===== config.mk =====
export PLATFORM = sky130hd
export DESIGN_NAME = date_time_duration_adder
export DESIGN_NICKNAME = d
export VERILOG_FILES = /design/src/design/dtda_pkg.sv /design/src/design/dtda_prep.sv /design/src/design/dtda_cell.sv /design/src/design/date_time_duration_adder.sv
export SDC_FILE = /design/constraint.sdc
export NUM_CORES = 1
export LEC_CHECK = 0
export ABC_CLOCK_PERIOD_IN_PS = 50300
export BUFFER_PORTS_ARGS = -buffer_cell sky130_fd_sc_hd__buf_2
export CORE_UTILIZATION = 45
export DETAILED_ROUTE_END_ITERATION = 6
export PLACE_DENSITY_LB_ADDON = 0.12
export SYNTH_ARGS = -nofsm -noshare
export SYNTH_HDL_FRONTEND = slang
export SYNTH_HIERARCHICAL = 1
export SYNTH_SLANG_ARGS = --single-unit
export TNS_END_PERCENT = 50

===== constraint.sdc =====
create_clock -name clk -period 50.3 [get_ports clk]
set_input_delay 0 -clock clk [delete_from_list [all_inputs] [get_ports clk]]
set_output_delay 0 -clock clk [all_outputs]
set_load 0.03 [all_outputs]

===== src/design/dtda_pkg.sv =====
package dtda_pkg;

    // field widths of the working values
    localparam int YR_W   = 16;
    localparam int DAY_W  = 10;
    localparam int MI_W   = 4;
    localparam int Y400_W = 9;

    localparam logic [YR_W-1:0]   YEAR_MAX  = 16'd9999;
    localparam logic [15:0]       CYCLE_LEN = 16'd400;
    localparam logic [MI_W-1:0]   LAST_MI   = 4'd11;
    localparam logic [Y400_W-1:0] LAST_Y400 = 9'd399;

    // state handed from cell to cell
    typedef struct packed {
        logic [DAY_W-1:0]  days;
        logic [MI_W-1:0]   mi;
        logic [YR_W-1:0]   yr;
        logic [Y400_W-1:0] y400;
        logic [5:0]        minute;
        logic [4:0]        hour;
    } cell_data_t;

    // leap year from the year modulo 400
    function automatic logic is_leap(input logic [Y400_W-1:0] y400);
        logic century;
        century = (y400 == 9'd100) || (y400 == 9'd200) || (y400 == 9'd300);
        return (y400[1:0] == 2'd0) && !century;
    endfunction

    // month length for a month index 0..11
    function automatic logic [4:0] month_days(input logic [MI_W-1:0] mi,
                                              input logic leap);
        logic [4:0] len;
        unique case (mi) inside
            4'd1:                    len = leap ? 5'd29 : 5'd28;
            4'd3, 4'd5, 4'd8, 4'd10: len = 5'd30;
            default:                 len = 5'd31;
        endcase
        return len;
    endfunction

endpackage


===== src/design/dtda_prep.sv =====
module dtda_prep #(
    parameter int MAX_ADD_DAYS = 366
) (
    input  logic                    clk,
    input  logic                    rst_n,
    input  logic                    advance,
    input  logic                    in_valid,
    input  logic [13:0]             base_year,
    input  logic [3:0]              base_month,
    input  logic [4:0]              base_day,
    input  logic [4:0]              base_hour,
    input  logic [5:0]              base_minute,
    input  logic [13:0]             add_years,
    input  logic [3:0]              add_months,
    input  logic [8:0]              add_days,
    input  logic [4:0]              add_hours,
    input  logic [5:0]              add_minutes,
    output logic                    out_valid,
    output dtda_pkg::cell_data_t    out_data
);

    localparam int ADD_CLAMP = (MAX_ADD_DAYS > 511) ? 511 : MAX_ADD_DAYS;
    localparam logic [8:0] ADD_CLAMP_V = 9'(ADD_CLAMP);

    logic [3:0]  bmo_c;
    logic [4:0]  bd_c;
    logic [8:0]  ad_c;
    logic [6:0]  mins;
    logic [5:0]  minute_s;
    logic [1:0]  hr_carry;
    logic [6:0]  hrs;
    logic [4:0]  hour_s;
    logic [1:0]  day_carry;
    logic [9:0]  days_s;
    logic [4:0]  mi_sum;
    logic [3:0]  mi_s;
    logic [1:0]  yr_carry;
    logic [15:0] yr_s;

    dtda_pkg::cell_data_t s1_reg, s1_next;
    logic                 s1_valid_reg;
    dtda_pkg::cell_data_t s2_reg, s2_next;
    logic                 s2_valid_reg;
    logic [15:0]          rem;

    // clamp the inputs and fold minutes, hours and months
    always_comb
    begin
        bmo_c = (base_month == 4'd0) ? 4'd1 : ((base_month > 4'd12) ? 4'd12 : base_month);
        bd_c  = (base_day == 5'd0) ? 5'd1 : base_day;
        ad_c  = (add_days > ADD_CLAMP_V) ? ADD_CLAMP_V : add_days;

        mins = 7'(base_minute) + 7'(add_minutes);
        if (mins >= 7'd120)
        begin
            minute_s = 6'(mins - 7'd120);
            hr_carry = 2'd2;
        end
        else if (mins >= 7'd60)
        begin
            minute_s = 6'(mins - 7'd60);
            hr_carry = 2'd1;
        end
        else
        begin
            minute_s = 6'(mins);
            hr_carry = 2'd0;
        end

        hrs = 7'(base_hour) + 7'(add_hours) + 7'(hr_carry);
        if (hrs >= 7'd48)
        begin
            hour_s    = 5'(hrs - 7'd48);
            day_carry = 2'd2;
        end
        else if (hrs >= 7'd24)
        begin
            hour_s    = 5'(hrs - 7'd24);
            day_carry = 2'd1;
        end
        else
        begin
            hour_s    = 5'(hrs);
            day_carry = 2'd0;
        end
        days_s = 10'(bd_c) + 10'(ad_c) + 10'(day_carry);

        mi_sum = 5'(bmo_c - 4'd1) + 5'(add_months);
        if (mi_sum >= 5'd24)
        begin
            mi_s     = 4'(mi_sum - 5'd24);
            yr_carry = 2'd2;
        end
        else if (mi_sum >= 5'd12)
        begin
            mi_s     = 4'(mi_sum - 5'd12);
            yr_carry = 2'd1;
        end
        else
        begin
            mi_s     = 4'(mi_sum);
            yr_carry = 2'd0;
        end
        yr_s = 16'(base_year) + 16'(add_years) + 16'(yr_carry);

        s1_next        = '0;
        s1_next.days   = days_s;
        s1_next.mi     = mi_s;
        s1_next.yr     = yr_s;
        s1_next.minute = minute_s;
        s1_next.hour   = hour_s;
    end

    // year modulo 400 by restoring subtraction
    always_comb
    begin
        rem = s1_reg.yr;
        for (int k = 6; k >= 0; k--)
        begin
            if (rem >= (dtda_pkg::CYCLE_LEN << k))
            begin
                rem = rem - (dtda_pkg::CYCLE_LEN << k);
            end
        end
        s2_next      = s1_reg;
        s2_next.y400 = rem[8:0];
    end

    // payload stages
    always_ff @(posedge clk)
    begin
        if (advance)
        begin
            s1_reg <= s1_next;
            s2_reg <= s2_next;
        end
    end

    // valid flags
    always_ff @(posedge clk or negedge rst_n)
    begin
        if (!rst_n)
        begin
            s1_valid_reg <= 1'b0;
            s2_valid_reg <= 1'b0;
        end
        else if (advance)
        begin
            s1_valid_reg <= in_valid;
            s2_valid_reg <= s1_valid_reg;
        end
    end

    assign out_valid = s2_valid_reg;
    assign out_data  = s2_reg;

endmodule


===== src/design/dtda_cell.sv =====
module dtda_cell (
    input  logic                 clk,
    input  logic                 rst_n,
    input  logic                 advance,
    input  logic                 in_valid,
    input  dtda_pkg::cell_data_t in_data,
    output logic                 out_valid,
    output dtda_pkg::cell_data_t out_data
);

    dtda_pkg::cell_data_t data_reg, data_next;
    logic                 valid_reg;
    logic [4:0]           len;

    // remove one month if the day count runs past it
    always_comb
    begin
        len       = dtda_pkg::month_days(in_data.mi, dtda_pkg::is_leap(in_data.y400));
        data_next = in_data;
        if (in_data.days > 10'(len))
        begin
            data_next.days = in_data.days - 10'(len);
            if (in_data.mi == dtda_pkg::LAST_MI)
            begin
                data_next.mi   = '0;
                data_next.yr   = in_data.yr + 16'd1;
                data_next.y400 = (in_data.y400 == dtda_pkg::LAST_Y400) ? '0
                                                                      : in_data.y400 + 9'd1;
            end
            else
            begin
                data_next.mi = in_data.mi + 4'd1;
            end
        end
    end

    always_ff @(posedge clk)
    begin
        if (advance)
        begin
            data_reg <= data_next;
        end
    end

    always_ff @(posedge clk or negedge rst_n)
    begin
        if (!rst_n)
        begin
            valid_reg <= 1'b0;
        end
        else if (advance)
        begin
            valid_reg <= in_valid;
        end
    end

    assign out_valid = valid_reg;
    assign out_data  = data_reg;

endmodule


===== src/design/date_time_duration_adder.sv =====
// Date and time plus duration adder.
// Input channel (in_valid/in_ready) carries a base date and time and a
// duration; output channel (out_valid/out_ready) returns the normalized sum
// with the year saturated at 9999 and year_overflow set when it was clipped.
// One result per input transfer, in order.
// From input transfer to out_valid an item passes two front stages, the
// NCELLS month-reduction cells, set by MAX_ADD_DAYS (14 cells at the
// default of 366), and an output register. Throughput is one item per
// cycle while the receiver does not stall: the front stages fold minutes,
// hours and months and reduce the year modulo 400, each cell of the chain
// strips at most one month, and the output register applies the year saturation.
// When the receiver stalls, the whole pipeline holds and in_ready drops
// until the output register is taken; nothing is dropped.
// Reset clears all valid flags; the block comes out of reset empty and ready.
module date_time_duration_adder #(
    parameter int MAX_ADD_DAYS = 366
) (
    input  logic        clk,
    input  logic        rst_n,
    input  logic        in_valid,
    output logic        in_ready,
    input  logic [13:0] base_year,
    input  logic [3:0]  base_month,
    input  logic [4:0]  base_day,
    input  logic [4:0]  base_hour,
    input  logic [5:0]  base_minute,
    input  logic [13:0] add_years,
    input  logic [3:0]  add_months,
    input  logic [8:0]  add_days,
    input  logic [4:0]  add_hours,
    input  logic [5:0]  add_minutes,
    output logic        out_valid,
    input  logic        out_ready,
    output logic [13:0] sum_year,
    output logic [3:0]  sum_month,
    output logic [4:0]  sum_day,
    output logic [4:0]  sum_hour,
    output logic [5:0]  sum_minute,
    output logic        year_overflow
);

    localparam int ADD_CLAMP = (MAX_ADD_DAYS > 511) ? 511 : MAX_ADD_DAYS;
    localparam int DAYS_MAX  = 31 + ADD_CLAMP + 2;
    localparam int NCELLS    = (DAYS_MAX - 28 + 27) / 28;

    logic                 advance;
    logic                 chain_valid [NCELLS+1];
    dtda_pkg::cell_data_t chain_data  [NCELLS+1];
    dtda_pkg::cell_data_t last;

    logic        out_valid_reg;
    logic [13:0] sum_year_reg,   sum_year_next;
    logic [3:0]  sum_month_reg,  sum_month_next;
    logic [4:0]  sum_day_reg,    sum_day_next;
    logic [4:0]  sum_hour_reg,   sum_hour_next;
    logic [5:0]  sum_minute_reg, sum_minute_next;
    logic        ovf_reg,        ovf_next;

    // pipeline moves whenever the output register is free or being taken
    assign advance  = !out_valid_reg || out_ready;
    assign in_ready = advance;

    dtda_prep #(
        .MAX_ADD_DAYS (MAX_ADD_DAYS)
    ) u_prep (
        .clk         (clk),
        .rst_n       (rst_n),
        .advance     (advance),
        .in_valid    (in_valid),
        .base_year   (base_year),
        .base_month  (base_month),
        .base_day    (base_day),
        .base_hour   (base_hour),
        .base_minute (base_minute),
        .add_years   (add_years),
        .add_months  (add_months),
        .add_days    (add_days),
        .add_hours   (add_hours),
        .add_minutes (add_minutes),
        .out_valid   (chain_valid[0]),
        .out_data    (chain_data[0])
    );

    // month-reduction chain
    for (genvar i = 0; i < NCELLS; i++)
    begin : g_cell
        dtda_cell u_cell (
            .clk       (clk),
            .rst_n     (rst_n),
            .advance   (advance),
            .in_valid  (chain_valid[i]),
            .in_data   (chain_data[i]),
            .out_valid (chain_valid[i+1]),
            .out_data  (chain_data[i+1])
        );
    end

    // year saturation into the output register
    always_comb
    begin
        last            = chain_data[NCELLS];
        ovf_next        = last.yr > dtda_pkg::YEAR_MAX;
        sum_year_next   = ovf_next ? dtda_pkg::YEAR_MAX[13:0] : last.yr[13:0];
        sum_month_next  = last.mi + 4'd1;
        sum_day_next    = last.days[4:0];
        sum_hour_next   = last.hour;
        sum_minute_next = last.minute;
    end

    always_ff @(posedge clk)
    begin
        if (advance)
        begin
            sum_year_reg   <= sum_year_next;
            sum_month_reg  <= sum_month_next;
            sum_day_reg    <= sum_day_next;
            sum_hour_reg   <= sum_hour_next;
            sum_minute_reg <= sum_minute_next;
            ovf_reg        <= ovf_next;
        end
    end

    always_ff @(posedge clk or negedge rst_n)
    begin
        if (!rst_n)
        begin
            out_valid_reg <= 1'b0;
        end
        else if (advance)
        begin
            out_valid_reg <= chain_valid[NCELLS];
        end
    end

    assign out_valid     = out_valid_reg;
    assign sum_year      = sum_year_reg;
    assign sum_month     = sum_month_reg;
    assign sum_day       = sum_day_reg;
    assign sum_hour      = sum_hour_reg;
    assign sum_minute    = sum_minute_reg;
    assign year_overflow = ovf_reg;

endmodule


==> flow_summary.json <==
{
  "largest_reg_flops": 686,
  "ant_nets": 0,
  "clk_pin_slew_ns": 0.06,
  "worstSkewPairLatency_ns": 0.65,
  "crit_buf_inv": 2,
  "drive_gt1_share_pct": 12.08,
  "ys.warnings.count": 6,
  "grt_pass1_vias": 28193,
  "post_cts_resized": 0,
  "place_area_um2": 47540,
  "die-width_um": 321.0,
  "multi_input_area_um2": 19560,
  "seq_area_um2": 24690,
  "slowest_delay_ns": 0.68,
  "clkSinkCount": 825,
  "die_area_um2": 103100,
  "outcome": "finished clean",
  "fin_setup_tns_ns": 0,
  "worstPathRequired_ns": 50.70,
  "drtIter0Drc": 1698,
  "fmax_mhz": 118.0,
  "period_share_pct": 16.85,
  "crit_fanout": 12,
  "nets": 4227,
  "ff2ff_path_depth": 31,
  "core-area_um2": 100400,
  "hold_depth": 4,
  "clk_path_buf_depth": 3,
  "drc": 0,
  "fin_skew_ns": 0.02388,
  "synthCells": 3769,
  "port_buffers": 112,
  "grt.total_usage_pct": 17.02,
  "final_cells": 5364,
  "numCtsBuffers": 94,
  "nFillCells": 8895,
  "syn-num-nets": 4061,
  "synth_area_um2": 45800,
  "power_density_nw_per_um2": 72.41,
  "cts_max_level": 3,
  "min_period_ns": 8.476,
  "dp_cells": 5136,
  "maxCapViolCount": 0,
  "rrSetupSlack_ns": 41.82,
  "endpoint_kind": "flip-flop",
  "area_growth_pct": 11.72,
  "min_from": "add_years[9]",
  "path_delay_family": "compound AO/OA/AOI/OAI gates",
  "p_leak_nw": 19.18,
  "worst_pin_slew_ns": 1.168,
  "grt_setup_unrepaired": "no",
  "setup_violations": 0,
  "finalMaxSlewViolations": 0,
  "hold_class": "input pin to flip-flop",
  "relSlewSlack_pct": 22.15,
  "first_pass_iters": 5,
  "grt_pass1_wl_mm": 144.5,
  "final_area_um2": 51170,
  "final_hold_viol_count": 0,
  "wirelength_mm": 87.53,
  "min_to": "u_prep/s1_reg[29]",
  "path_class": "flip-flop to flip-flop",
  "avgSynthCellArea_um2": 12.15,
  "start_util_pct": 45.60,
  "r2r_start": "u_prep/s1_reg[30]",
  "cp.arrival_ns": 8.87,
  "grt_overflow": 0,
  "diodes": 0,
  "wl_per_cell_um": 16.32,
  "vdd_ir_drop_max_v": 0.00005314,
  "path_common_cell": "ha_1",
  "r2r-end": "u_prep/out_data[19]",
  "die_h_um": 321.0,
  "setup.worst_path.start_class": "flip-flop",
  "io_pins": 113,
  "vias": 29158,
  "cts_root_buf": "clkbuf_16",
  "globalplace.congestion": 0.7870,
  "hpwl_mm": 60.99,
  "tritoncts": "done",
  "antenna_found_initial": 0,
  "crit_slowest_cell": "or4_1",
  "grt_max_degree": 205,
  "placementRows": 116,
  "detail_route.vias_per_cell": 5.436
}
[report_power, final]
| part | switching [mW] | internal (mW) |
|---|---|---|
| Sequential | 0.292 | 1.25 |
| Combinational | 0.875 | 0.620 |
| Clock | 0.270 | 0.402 |
| Total | 1.44 | 2.27 |
[layer usage]
| metal | GRT usage, % | wire length, um | up-vias |
|---|---|---|---|
| met5 | 0 | 0 | - |
| met3 | 3.129 | 3769 | 112 |
| met2 | 28.93 | 42100 | 493 |
| li1 | - | - | 14569 |
| met4 | 4.635 | 1911 | 0 |
| met1 | 22.23 | 39740 | 13984 |
[what timing repair did]
action                    CTS  global route
hold buffers               60             0
hold endpoints to repair   44             0
setup buffers               0             0
[final cells by class]
type	count	share of cell area, %
sequential	825	48.25
multi-input combinational	2598	38.22
clock buffer	114	4.868
tap	1357	3.318
timing repair buffer	193	2.651
inverter	223	1.636
clock inverter	54	1.059
[how the worst max path moves through the flow]
stage                            startpoint                    endpoint  slack, ns  depth (start not counted)
after detailed placement  u_prep/s1_reg[30]         u_prep/out_data[19]      41.89                         31
after CTS                 u_prep/s1_reg[30]         u_prep/out_data[19]      41.84                         31
after floorplan                   out_ready  g_cell[0].u_cell/out_valid      27.74                          2
after global placement    u_prep/s1_reg[30]         u_prep/out_data[19]      41.93                         31
after global routing      u_prep/s1_reg[30]         u_prep/out_data[19]      41.09                         31
final                     u_prep/s1_reg[30]         u_prep/out_data[19]      41.82                         31
[metrics by stage]
step	total power [mW]	hold slack [ns]	utilization, %	setup WS, ns
2_1_floorplan	2.825	-0.2956	-	27.74
3_3_place_gp	3.019	-0.06489	47.33	41.93
3_5_place_dp	3.033	-0.05973	47.33	41.89
4_1_cts	3.740	0.005062	50.95	41.84
5_1_grt	3.989	0.04045	50.95	41.09
6_report	3.705	0.05846	50.95	41.82
[layout by cell type (no fill, tap or decap), types with 52 or more instances in the layout]
master         instances
xnor2_1              127
nor3_1               126
buf_2                112
a21oi_1              100
clkbuf_16             97
nor2_1               180
o21ai_0              162
nand4_1               52
ha_1                 191
nand3_1              197
nand2_1              253
edfxtp_1             808
dlygate4sd3_1         60
inv_1                223
nor4_1                60
xor2_1               253
[worst register-to-register path, delay by kind of cell (launching register included)]
| kind | cells | cell delay [ns] |
|---|---|---|
| XOR/XNOR | 2 | 0.47 |
| AO/OA/AOI/OAI | 13 | 3.23 |
| AND/OR/NAND/NOR | 9 | 2.17 |
| multiplexers | 1 | 0.30 |
| adder cells (fa/ha/maj) | 4 | 1.31 |
| flip-flops | 1 | 0.55 |
| buffers and inverters | 2 | 0.20 |
Note: power is estimated with default switching activity, not from simulation.
